## src/rtl/core/url_percent_decoder_assert.svh

```systemverilog
// ----------------------------------------------------------------------------
// url_percent_decoder_assert
// Assertion macros for the URL percent decoder RTL, included by upd_queue.
// ----------------------------------------------------------------------------
`ifndef URL_PERCENT_DECODER_ASSERT_SVH
`define URL_PERCENT_DECODER_ASSERT_SVH

// Condition must never hold outside reset.
`define UPD_ASSERT_NEVER(lbl, clk, rst_n, expr, msg) \
	lbl: assert property (@(posedge clk) disable iff (!rst_n) !(expr)) else $error(msg);

// Antecedent implies consequent in the same cycle.
`define UPD_ASSERT_IMP(lbl, clk, rst_n, ante, cons, msg) \
	lbl: assert property (@(posedge clk) disable iff (!rst_n) (ante) |-> (cons)) else $error(msg);

// Antecedent implies consequent in the next cycle.
`define UPD_ASSERT_NEXT(lbl, clk, rst_n, ante, cons, msg) \
	lbl: assert property (@(posedge clk) disable iff (!rst_n) (ante) |=> (cons)) else $error(msg);

`endif

```

## src/rtl/core/upd_pkg.sv

```systemverilog
// ----------------------------------------------------------------------------
// upd_pkg
// Types, character codes and hex helpers for the URL percent decoder.
// ----------------------------------------------------------------------------
package upd_pkg;

	localparam logic [7:0] CH_PERCENT = 8'h25;
	localparam logic [7:0] CH_PLUS    = 8'h2B;
	localparam logic [7:0] CH_SPACE   = 8'h20;

	// Depth of the queue between front and back.
	localparam int QDEPTH = 4;
	localparam int QAW    = $clog2(QDEPTH);
	localparam int QCW    = $clog2(QDEPTH + 1);

	typedef enum logic [1:0] {
		PH_IDLE = 2'd0,
		PH_PCT  = 2'd1,
		PH_DIG  = 2'd2
	} phase_t;

	// Decoded results of one input word: one to three bytes.
	typedef struct packed {
		logic [1:0]      cnt;
		logic            last;
		logic [2:0][7:0] bytes;
	} pkt_t;

	function automatic logic upd_is_hex(input logic [7:0] c);
		return (c inside {[8'h30:8'h39], [8'h41:8'h46], [8'h61:8'h66]});
	endfunction

	function automatic logic [3:0] upd_hex_nib(input logic [7:0] c);
		logic [3:0] v;
		v = 4'd0;
		if (c inside {[8'h30:8'h39]}) begin
			v = c[3:0];
		end else if (c inside {[8'h41:8'h46], [8'h61:8'h66]}) begin
			v = c[3:0] + 4'd9;
		end
		return v;
	endfunction

endpackage

```

## src/rtl/core/upd_front.sv

```systemverilog
// ----------------------------------------------------------------------------
// upd_front
// Accepts encoded words, tracks the escape state and builds result packets.
// ----------------------------------------------------------------------------
module upd_front (
	input  logic          clk,
	input  logic          arst_n,
	input  logic          in_valid,
	output logic          in_ready,
	input  logic [7:0]    in_byte,
	input  logic          in_last,
	input  logic          q_full,
	output logic          push,
	output upd_pkg::pkt_t push_pkt
);
	import upd_pkg::*;

	phase_t          phase_q, nxt_phase;
	logic [7:0]      held_q, nxt_held;
	logic            acc;

	assign in_ready = !q_full;
	assign acc      = in_valid && in_ready;

	always_ff @(posedge clk or negedge arst_n) begin
		if (!arst_n) begin
			phase_q <= PH_IDLE;
			held_q  <= 8'd0;
		end else if (acc) begin
			phase_q <= nxt_phase;
			held_q  <= nxt_held;
		end
	end

	always_comb begin
		logic [2:0]      n;
		logic [2:0][7:0] slot;
		logic            run_plain;
		logic            b_hex;
		n         = 3'd0;
		slot      = '0;
		run_plain = 1'b0;
		b_hex     = upd_is_hex(in_byte);
		nxt_phase = phase_q;
		nxt_held  = held_q;
		case (phase_q)
			PH_PCT: begin
				if (b_hex) begin
					nxt_phase = PH_DIG;
					nxt_held  = in_byte;
				end else begin
					slot[n[1:0]] = CH_PERCENT;
					n = n + 3'd1;
					run_plain = 1'b1;
				end
			end
			PH_DIG: begin
				if (b_hex) begin
					slot[n[1:0]] = {upd_hex_nib(held_q), upd_hex_nib(in_byte)};
					n = n + 3'd1;
					nxt_phase = PH_IDLE;
				end else begin
					slot[n[1:0]] = CH_PERCENT;
					n = n + 3'd1;
					slot[n[1:0]] = held_q;
					n = n + 3'd1;
					run_plain = 1'b1;
				end
				nxt_held = 8'd0;
			end
			default: run_plain = 1'b1;
		endcase
		if (run_plain) begin
			if (in_byte == CH_PERCENT) begin
				nxt_phase = PH_PCT;
			end else begin
				nxt_phase = PH_IDLE;
				slot[n[1:0]] = (in_byte == CH_PLUS) ? CH_SPACE : in_byte;
				n = n + 3'd1;
			end
		end
		// flush a pending escape literally at end of string
		if (in_last) begin
			if (nxt_phase == PH_PCT) begin
				slot[n[1:0]] = CH_PERCENT;
				n = n + 3'd1;
			end else if (nxt_phase == PH_DIG) begin
				slot[n[1:0]] = CH_PERCENT;
				n = n + 3'd1;
				slot[n[1:0]] = nxt_held;
				n = n + 3'd1;
			end
			nxt_phase = PH_IDLE;
			nxt_held  = 8'd0;
		end
		push_pkt.cnt   = n[1:0];
		push_pkt.last  = in_last;
		push_pkt.bytes = slot;
		push           = acc && (n != 3'd0);
	end

endmodule

```

## src/rtl/core/upd_queue.sv

```systemverilog
// ----------------------------------------------------------------------------
// upd_queue
// Short packet queue between the front and the back.
// ----------------------------------------------------------------------------
`include "url_percent_decoder_assert.svh"

module upd_queue (
	input  logic          clk,
	input  logic          arst_n,
	input  logic          push,
	input  upd_pkg::pkt_t push_pkt,
	output logic          full,
	input  logic          pop,
	output logic          head_valid,
	output upd_pkg::pkt_t head_pkt
);
	import upd_pkg::*;

	pkt_t           slots_q [QDEPTH];
	logic [QAW-1:0] wr_ptr_q, rd_ptr_q;
	logic [QCW-1:0] cnt_q;

	assign full       = (cnt_q == QCW'(QDEPTH));
	assign head_valid = (cnt_q != '0);
	assign head_pkt   = slots_q[rd_ptr_q];

	always_ff @(posedge clk) begin
		if (push) begin
			slots_q[wr_ptr_q] <= push_pkt;
		end
	end

	always_ff @(posedge clk or negedge arst_n) begin
		if (!arst_n) begin
			wr_ptr_q <= '0;
			rd_ptr_q <= '0;
			cnt_q    <= '0;
		end else begin
			if (push) begin
				wr_ptr_q <= (wr_ptr_q == QAW'(QDEPTH - 1)) ? '0 : wr_ptr_q + 1'b1;
			end
			if (pop) begin
				rd_ptr_q <= (rd_ptr_q == QAW'(QDEPTH - 1)) ? '0 : rd_ptr_q + 1'b1;
			end
			if (push && !pop) begin
				cnt_q <= cnt_q + 1'b1;
			end else if (pop && !push) begin
				cnt_q <= cnt_q - 1'b1;
			end
		end
	end

	`UPD_ASSERT_NEVER(a_no_push_full, clk, arst_n, push && full, "push into full queue")
	`UPD_ASSERT_NEVER(a_no_pop_empty, clk, arst_n, pop && !head_valid, "pop from empty queue")
	`UPD_ASSERT_IMP(a_push_nonempty, clk, arst_n, push, push_pkt.cnt != 2'd0, "empty packet pushed")
	`UPD_ASSERT_NEXT(a_cnt_up, clk, arst_n, push && !pop, cnt_q == $past(cnt_q) + 1'b1, "count did not advance")

endmodule

```

## src/rtl/core/upd_back.sv

```systemverilog
// ----------------------------------------------------------------------------
// upd_back
// Serializes each queued packet into output words, one byte per handshake.
// ----------------------------------------------------------------------------
module upd_back (
	input  logic          clk,
	input  logic          arst_n,
	input  logic          head_valid,
	input  upd_pkg::pkt_t head_pkt,
	output logic          pop,
	output logic          out_valid,
	input  logic          out_ready,
	output logic [7:0]    out_byte,
	output logic          out_last
);
	import upd_pkg::*;

	logic [1:0] idx_q;
	logic       at_end;
	logic       take;

	assign at_end    = (idx_q == head_pkt.cnt - 2'd1);
	assign out_valid = head_valid;
	assign out_byte  = head_pkt.bytes[idx_q];
	assign out_last  = head_pkt.last && at_end;
	assign take      = out_valid && out_ready;
	assign pop       = take && at_end;

	always_ff @(posedge clk or negedge arst_n) begin
		if (!arst_n) begin
			idx_q <= 2'd0;
		end else if (take) begin
			// advance within the packet, restart on the next one
			idx_q <= at_end ? 2'd0 : idx_q + 2'd1;
		end
	end

endmodule

```

## src/rtl/core/url_percent_decoder.sv

```systemverilog
// ----------------------------------------------------------------------------
// url_percent_decoder
// Decodes a URL-encoded byte stream: '+' to space, '%XX' to its byte.
// ----------------------------------------------------------------------------
// Input channel in_valid/in_ready carries one encoded word (in_byte, in_last);
// output channel out_valid/out_ready carries one decoded word (out_byte,
// out_last). in_last marks the end of a string; out_last marks its final
// decoded word.
// Accepted words are registered into the packet queue. An input word yields
// zero to three results: '%' and a first hex digit yield none, a malformed
// escape yields up to three. Throughput: one input word per cycle unless
// the queue is full, one output word per cycle unless out_ready is low; the
// output side sets the pace, so a word with n results takes n handshakes.
// A four-entry packet queue sits between the front (escape tracking) and the
// back (serializer), so input keeps flowing while results wait.
// Reset clears the escape state and the queue; no results are pending.
// When the receiver stalls, the queue fills and in_ready drops once all four
// entries hold results.
// ----------------------------------------------------------------------------
module url_percent_decoder (
	input  logic       clk,
	input  logic       arst_n,
	input  logic       in_valid,
	output logic       in_ready,
	input  logic [7:0] in_byte,
	input  logic       in_last,
	output logic       out_valid,
	input  logic       out_ready,
	output logic [7:0] out_byte,
	output logic       out_last
);
	import upd_pkg::*;

	logic push, pop, q_full, head_valid;
	pkt_t push_pkt, head_pkt;

	upd_front u_front (
		.clk      (clk),
		.arst_n   (arst_n),
		.in_valid (in_valid),
		.in_ready (in_ready),
		.in_byte  (in_byte),
		.in_last  (in_last),
		.q_full   (q_full),
		.push     (push),
		.push_pkt (push_pkt)
	);

	upd_queue u_queue (
		.clk        (clk),
		.arst_n     (arst_n),
		.push       (push),
		.push_pkt   (push_pkt),
		.full       (q_full),
		.pop        (pop),
		.head_valid (head_valid),
		.head_pkt   (head_pkt)
	);

	upd_back u_back (
		.clk        (clk),
		.arst_n     (arst_n),
		.head_valid (head_valid),
		.head_pkt   (head_pkt),
		.pop        (pop),
		.out_valid  (out_valid),
		.out_ready  (out_ready),
		.out_byte   (out_byte),
		.out_last   (out_last)
	);

endmodule
```

## config.mk

```make
export PLATFORM = sky130hd
export DESIGN_NAME = url_percent_decoder
export DESIGN_NICKNAME = d
export VERILOG_FILES = /design/src/rtl/core/upd_pkg.sv /design/src/rtl/core/upd_front.sv /design/src/rtl/core/upd_queue.sv /design/src/rtl/core/upd_back.sv /design/src/rtl/core/url_percent_decoder.sv
export VERILOG_INCLUDE_DIRS = /design/src /design/src/rtl/core
export SDC_FILE = /design/constraint.sdc
export NUM_CORES = 1
export LEC_CHECK = 0
export BUFFER_PORTS_ARGS = -buffer_cell sky130_fd_sc_hd__buf_2
export CAP_MARGIN = 20
export CORE_UTILIZATION = 30
export CTS_BUF_LIST = sky130_fd_sc_hd__clkbuf_8
export CTS_CLUSTER_DIAMETER = 150
export DETAILED_ROUTE_END_ITERATION = 6
export GPL_TIMING_DRIVEN = 0
export SYNTH_ARGS = -nofsm -noshare
export SYNTH_HDL_FRONTEND = slang
export SYNTH_SLANG_ARGS = --single-unit
```

## constraint.sdc

```tcl
create_clock -name clk -period 11.5 [get_ports clk]
set_clock_uncertainty 0.1 [all_clocks]
set_input_delay 1.15 -clock clk [delete_from_list [all_inputs] [get_ports clk]]
set_output_delay 1.15 -clock clk [all_outputs]
set_load 0.02 [all_outputs]
```

Yosys cells after proc, flatten, opt, wreduce, memory -nomap -nowiden

Memory sizes are Yosys's and may differ from the RTL's.
Cells that the tools add are included.

Register bits after elaboration: 19
Bits in writable memories: 108
Input port bits: 13
Output and inout port bits: 11
Word-level logic and storage cells: 127
Memories: 1

Add/sub/neg operators: 11
Order comparisons: 19
Eq/ne operators: 10
Multiplexer cells: 51
Bitwise logic cells: 3
Reductions and logical operators: 26

Memories:

| memory          | words | bits a word | read ports | clocked after Yosys merged registers in | write ports | line            | source |
|---|---|---|---|---|---|---|---|
| u_queue.slots_q | 4     | 27          | 1          | 0                                       | 1           | upd_queue.sv:19 | `pkt_t slots_q [QDEPTH];` |

Operators by type and width:

| operator            | number |
|---|---|
| $mux 24             | 5 |
| $mux 8              | 10 |
| $bwmux 24           | 2 |
| $demux 8 s2         | 3 |
| $ge 8x7->1 const B  | 4 |
| $le 8x7->1 const B  | 4 |
| $pmux 8 s2          | 2 |
| $mux 3              | 7 |
| $bmux 8 s2          | 1 |
| $eq 8x6->1 const B  | 2 |
| $ge 8x6->1 const B  | 2 |
| $le 8x6->1 const B  | 2 |
| $logic_and 1x1->1   | 16 |
| $mux 2              | 8 |
| $mux 4              | 4 |
| $and 15x15->15      | 1 |
| $not 15->15         | 1 |
| $add 3x1->3 const B | 4 |
| $lt 2x3->1 const B  | 4 |
| $or 9x9->9          | 1 |
| $reduce_bool 3->1   | 3 |
| $add 4x4->4 const B | 2 |
| $eq 2x2->1 const B  | 4 |
| $add 2x1->2 const B | 3 |
| other kinds (13)    | 25 |

Logic depth before layout (Yosys ltp)

Depth in word-level cells: 19
Mapped depth: 22
Gate-level depth less buffers: 21

By module

A second synthesis with hierarchy kept.

Cells, all modules: 473
Area, all modules: 6557.5 um2

By module, submodules not included:

| module    | times used | cells an instance | area each (um2) |
|---|---|---|---|
| upd_queue | 1          | 178               | 4322.9 |
| upd_front | 1          | 249               | 1890.6 |
| upd_back  | 1          | 46                | 344.1 |

Least setup slack after synthesis

OpenSTA, ideal clock, no wires.

Path type: input to register
Start: input in_byte[0]
End: memory u_queue.slots_q[3][0] (netlist name), enable pin
Setup time: 386 ps
Arrival: 5150 ps
Required time: 11014 ps
Slack: 5863 ps
Stages: 17
Buffers on the path: 1
Cell sequence: inv_1 -> ha_1 -> o21bai_1 -> a21oi_1 -> a21oi_2 -> buf_2 -> mux2i_1 -> inv_1 -> ha_1 -> nor2_1 -> o21ai_0 -> inv_1 -> ha_1 -> nand4_4 -> and4b_4 -> a31oi_4 -> and2_1

Longest elaborated chain between the ends: 17
Elaborated cells between the ends (all ways): 35

Ends and longest elaborated chain:

| item                                    | line                             | source |
|---|---|---|
| start: declaration                      | url_percent_decoder.sv:25        | `input logic [7:0] in_byte,` |
| $ge 8x6->1 (tied with other cells)      | upd_pkg.sv:30                    | `return (c inside {[8'h30:8'h39], [8'h41:8'h46], [8'h61:8'h66]});` |
| $logic_and 1x1->1                       | upd_pkg.sv:30                    |  |
| $reduce_bool 3->1                       | upd_pkg.sv:30                    |  |
| $mux 2 / $mux 1 (equally long branches) | upd_front.sv:58, upd_front.sv:48 |  |
| $pmux 3 s2                              | upd_front.sv:46                  | `case (phase_q)` |
| $add 3x1->3                             | upd_front.sv:79                  | `n = n + 3'd1;` |
| $mux 3                                  | upd_front.sv:74                  | `if (in_byte == CH_PERCENT) begin` |
| $mux 3                                  | upd_front.sv:73                  | `if (run_plain) begin` |
| (+2 left out)                           | -                                |  |
| $mux 3                                  | upd_front.sv:87                  | `end else if (nxt_phase == PH_DIG) begin` |
| $mux 3                                  | upd_front.sv:84                  | `if (nxt_phase == PH_PCT) begin` |
| $mux 3 *                                | upd_front.sv:83                  | `if (in_last) begin` |
| $reduce_bool 3->1 *                     | upd_front.sv:99                  | `push = acc && (n != 3'd0);` |
| $logic_and 1x1->1 *                     | upd_front.sv:99                  |  |
| net push                                | url_percent_decoder.sv:34        | `logic push, pop, q_full, head_valid;` |
| $mux 1 *                                | upd_queue.sv:28                  | `if (push) begin` |
| $mux 1 (implied by the code) *          | upd_queue.sv:29                  | `slots_q[wr_ptr_q] <= push_pkt;` |
| end: declaration                        | upd_queue.sv:19                  |  |

The timed path passes the listed nets; every way through them passes the cells marked *.

Worst setup path after layout

Start: input in_byte[1]
End: register u_queue.cnt_q[2]

Longest elaborated chain between the ends: 18
Elaborated cells between the ends (all ways): 38

Ends and longest elaborated chain:

| item                                    | line                             | source |
|---|---|---|
| $ge 8x6->1 (tied with other cells)      | upd_pkg.sv:30                    |  |
| $logic_and 1x1->1                       | upd_pkg.sv:30                    |  |
| $reduce_bool 3->1                       | upd_pkg.sv:30                    |  |
| $mux 2 / $mux 1 (equally long branches) | upd_front.sv:58, upd_front.sv:48 |  |
| $pmux 3 s2                              | upd_front.sv:46                  |  |
| $add 3x1->3                             | upd_front.sv:79                  |  |
| $mux 3                                  | upd_front.sv:74                  |  |
| $mux 3                                  | upd_front.sv:73                  |  |
| (+3 left out)                           | -                                |  |
| $mux 3                                  | upd_front.sv:84                  |  |
| $mux 3 *                                | upd_front.sv:83                  |  |
| $reduce_bool 3->1 *                     | upd_front.sv:99                  |  |
| $logic_and 1x1->1 *                     | upd_front.sv:99                  |  |
| net push                                | url_percent_decoder.sv:34        |  |
| $logic_not 1->1                         | upd_queue.sv:47                  | `end else if (pop && !push) begin` |
| $logic_and 1x1->1                       | upd_queue.sv:47                  |  |
| $reduce_bool 2->1 (no source line)      | -                                |  |
| end signal: assignment                  | upd_queue.sv:46                  | `cnt_q <= cnt_q + 1'b1;` |
| end signal: assignment                  | upd_queue.sv:48                  | `cnt_q <= cnt_q - 1'b1;` |
| end: declaration                        | upd_queue.sv:21                  | `logic [QCW-1:0] cnt_q;` |

Marked as above.
A chain may end at the register's enable or synchronous reset.

==> results <==
- The number of slew-limit violations in the final report is 0.
- Dividing the final minimum period by the clock period gives 0.5476.
- The smallest clock period supported by the final layout is computed as 6.298 ns.
- The DRC violation total after the first TritonRoute iteration is 390.
- The number of antenna cells inserted is 0.
- The die covers 22600 um2.
- From left edge to right edge, the die measures 150.3 um.
- The element type at the critical path end is a flip-flop.
- The placeable core region is 21290 um2.
- The flow ran to the end, and the final reports show no timing, DRC or antenna violations.
- In the post-synthesis netlist, the cell with the most instances is sky130_fd_sc_hd__edfxtp_1.
- The DRC violations left is 0.
- Once layout is complete, the cells apart from fillers number 814.
- Of all flip-flops after synthesis, the portion carrying an async set or reset was 0.1496.
- The residual antenna-violating net count after detailed routing is 0.
- Once detailed placement completed, the half-perimeter wirelength came to 11150 um.
- The worst hold margin is 0.3870 ns.
- The instance count along the most critical hold path is 1.
- The leading register cell type out of synthesis is sky130_fd_sc_hd__edfxtp_1.
- For this design the static power due to leakage is 0.002629 uW.
- Counting instances in the post-synthesis netlist gives the leading cell types as 108 x sky130_fd_sc_hd__edfxtp_1, 29 x sky130_fd_sc_hd__nand2_1, 27 x sky130_fd_sc_hd__mux4_2, 25 x sky130_fd_sc_hd__inv_1, 24 x sky130_fd_sc_hd__ha_1.
- Compared with the post-synthesis result, the final layout area differs by 12.64%.
- After detailed routing, the average wire length per cell comes to 19.09 um.
- After filler insertion, the fill cell instance count of the layout stands at 2040.
- The largest fanout on the critical path is 10.
- The number of global-route vias before repair was 4403.
- The worst min-delay path category is reg -> reg.
- The mapped netlist covers 6600 um2.
- The number of buffers added to fix hold violations after cts is 0.
- The portion of synthesized cell area occupied by the leading cell type is 0.4914.
- The mean instance size in the synthesized netlist is 13.58 um2.
- At the end of routability-driven placement, the weighted congestion stood at 0.8944.
- For this design the top-level I/O count stands at 24.
- The detailed-route wire length is 15540 um.
- The first global-routing pass estimated 24210 um of wire.
- In this run the tightest slew margin relative to its limit is 0.3613.
- The clock tree root driver cell is sky130_fd_sc_hd__clkbuf_8.
- The total instance count after detailed placement is 782.
- STA puts the critical path data arrival time at 6.56 ns.
- The later pin in the worst-skew pair is clocked with a latency of 0.44 ns.
- The cell area after layout is 7435 um2.
- For this design the ratio of total power to cell area is 197.2 nW/um2.
- In this run the cell area measured after placement is 7054 um2.
- The clock sink count is 127.
- After technology mapping, the gate count stands at 486.
- The final hold violation count is 0.
- The worst hold path endpoint is u_queue.cnt_q[2].
- The maximum buffer depth of the clock tree is 2.
- The TritonCTS clock tree is yes.
- STA classifies the critical path startpoint as an input port.
- The number of levels in the clock H-tree is 4.
- The overall via count from detail_route is 4336.
- The number of clock buffers inserted by TritonCTS is 17.
- The detail-routed via count per cell is 5.327.
- The area occupied by multi-input gates is 2665 um2.
- The net count of the finished layout is 564.
- The endpoint of the most critical register-to-register path is u_queue.cnt_q[2].
- By area the synthesized netlist is led by sky130_fd_sc_hd__edfxtp_1 49%, sky130_fd_sc_hd__mux4_2 9.2%, sky130_fd_sc_hd__dfrtp_1 7.2%, sky130_fd_sc_hd__ha_1 4.5%, sky130_fd_sc_hd__o22ai_1 1.9%.
- The die is 150.3 um tall.
- Overall power consumption after layout is estimated at 1466 uW.
- The Yosys step of the flow raised 0 warnings.
- Of the synthesized area, sequential elements account for 0.5634.
- The initialized floorplan defines 53 standard-cell rows.
- STA puts the critical path data required time at 11.76 ns.
- The setup check on the worst reg-to-reg path leaves a slack of 6.43 ns.
- Counting every net in the synthesized netlist gives 524.
- At the pin with the least slew margin, the transition time is 0.9557 ns.
- After clock tree synthesis, the repair step resized 0 gates.
- The maximum number of pins on one net before global-route repair is 28.
- The worst register-to-register path begins at u_front.phase_q[0].
- The number of setup violations in the final report is 0.
- The first TritonRoute pass finished after 5 iterations.
- The startpoint identified for the worst hold timing path is u_queue.cnt_q[2].
- The achievable clock frequency is 0.1588 GHz.
- The initial core utilization is 0.3101.
- By startpoint and endpoint, the worst setup path is classified as in -> reg.
- Buffers added to address setup during post-CTS repair amount to 0.
- Setup repair after global routing left no endpoint under its margin.
- The total of buffers placed on input and output ports is 21.
- The count of unique library cells instantiated by Yosys is 69.
- The number of antenna violations at the first check in global routing was 0.
- After clock tree synthesis, the clock-pin slew on the worst setup and hold paths is 0.07 ns.
- Counting flops and latches in the post-synthesis netlist gives 127.
- Of the cells placed in the final design, the portion with a size suffix greater than 1 is 0.2096.
- The number of synthesized flops with an enable pin is 108.
- The max-cap violation count is 0.
- The total overflow reported by the global router is 0.
- The synthesized design spends more area on one cell type than any other, namely sky130_fd_sc_hd__edfxtp_1.
- IR analysis of the VDD net gives a maximum drop of 0.07770 mV.
- The total negative slack is 0 ns.
- Counting cells, the worst reg-to-reg path comes to 20.
- In the final layout, flip-flops and latches occupy 3719 um2.
- The global-route usage over all layers is 0.1464.
[routing by layer]
layer	track usage	wire length, um
met4	0.07071	339
met5	0	0
met1	0.1846	6770
met3	0.03121	814
met2	0.2385	7620
[cell type report]
cell class                      count  area share
Clock inverter                     15     0.01969
Clock buffer                       17     0.03147
Multi-Input combinational cell    306      0.3585
Timing Repair Buffer               21     0.01414
Tap cell                          275     0.04628
Sequential cell                   127      0.5002
Inverter                           25     0.01262
Buffer                             28     0.01717
[worst max path at each step]
stage / cells after the start / slack (ns) / endpoint / start
3_3_place_gp: 18 / 4.51 / u_queue.slots_q[3][23] / in_byte[1]
4_1_cts: 23 / 5.31 / u_queue.cnt_q[2] / in_byte[1]
5_1_grt: 23 / 4.88 / u_queue.cnt_q[2] / in_byte[1]
3_5_place_dp: 23 / 4.85 / u_queue.cnt_q[2] / in_byte[1]
6_report: 23 / 5.20 / u_queue.cnt_q[2] / in_byte[1]
2_1_floorplan: 17 / 5.86 / u_queue.slots_q[3][0] / in_byte[0]
[worst max-delay path, stage by stage]
cell and delay [ns]:
sky130_fd_sc_hd__buf_2 0.18, sky130_fd_sc_hd__inv_1 0.12, sky130_fd_sc_hd__ha_1 0.26, sky130_fd_sc_hd__o21bai_1 0.23, sky130_fd_sc_hd__a21oi_1 0.17, sky130_fd_sc_hd__a21oi_2 0.43
sky130_fd_sc_hd__buf_2 0.33, sky130_fd_sc_hd__mux2i_1 0.49, sky130_fd_sc_hd__inv_1 0.13, sky130_fd_sc_hd__ha_1 0.39, sky130_fd_sc_hd__nor2_1 0.26, sky130_fd_sc_hd__o21ai_0 0.20
sky130_fd_sc_hd__inv_1 0.13, sky130_fd_sc_hd__ha_1 0.29, sky130_fd_sc_hd__nand4_4 0.19, sky130_fd_sc_hd__and4b_4 0.24, sky130_fd_sc_hd__a31oi_4 0.27, sky130_fd_sc_hd__ha_1 0.23
sky130_fd_sc_hd__inv_1 0.07, sky130_fd_sc_hd__fa_1 0.38, sky130_fd_sc_hd__xor2_1 0.15, sky130_fd_sc_hd__nor2_1 0.11, sky130_fd_sc_hd__xor2_1 0.16
[through the flow]
step / util / setup slack, ns
4_1_cts: 0.3493 / 5.308
3_5_place_dp: 0.3314 / 4.852
2_1_floorplan: - / 5.863
5_1_grt: 0.3493 / 4.884
3_3_place_gp: 0.3312 / 4.513
6_report: 0.3493 / 5.202
[power by group]
part / switching, uW / internal (uW)
combinational: 272 / 201
sequential: 29.8 / 595
clock: 178 / 190
[kinds of logic (layout without fill, tap and decap cells)]
family / after synthesis / after routing / synth area share
compound gates: 122 / 122 / 0.1331
mux: 43 / 43 / 0.1187
buf+inv: 53 / 106 / 0.03355
fa+ha+maj: 25 / 25 / 0.04853
xor+xnor: 10 / 10 / 0.01327
flops: 127 / 127 / 0.5634
simple gates: 106 / 106 / 0.08948
[flip-flops by register name, summed over array words and instances (netlist names)]
register and count:
u_queue.wr_ptr_q 2, u_queue.cnt_q 3, u_queue.slots_q 108, u_queue.rd_ptr_q 2, u_front.held_q 8, u_back.idx_q 2
u_front.phase_q 2
[cells in the final DEF, fill, tap and decap left out, drive strengths merged, types with 6 or more instances in the layout]
cell type / count
mux2: 6
a22oi: 13
a21oi: 21
inv: 26
buf: 33
nand3: 12
nand2b: 7
nor2: 18
nand2: 29
a21o: 6
edfxtp: 108
nor2b: 6
mux2i: 10
nor3: 6
dfrtp: 19
o22ai: 20
o21ai: 24
mux4: 27
and2: 8
ha: 24
clkinv: 8
a31oi: 8
clkbuf: 33
Power figures use the tool's default switching activity.
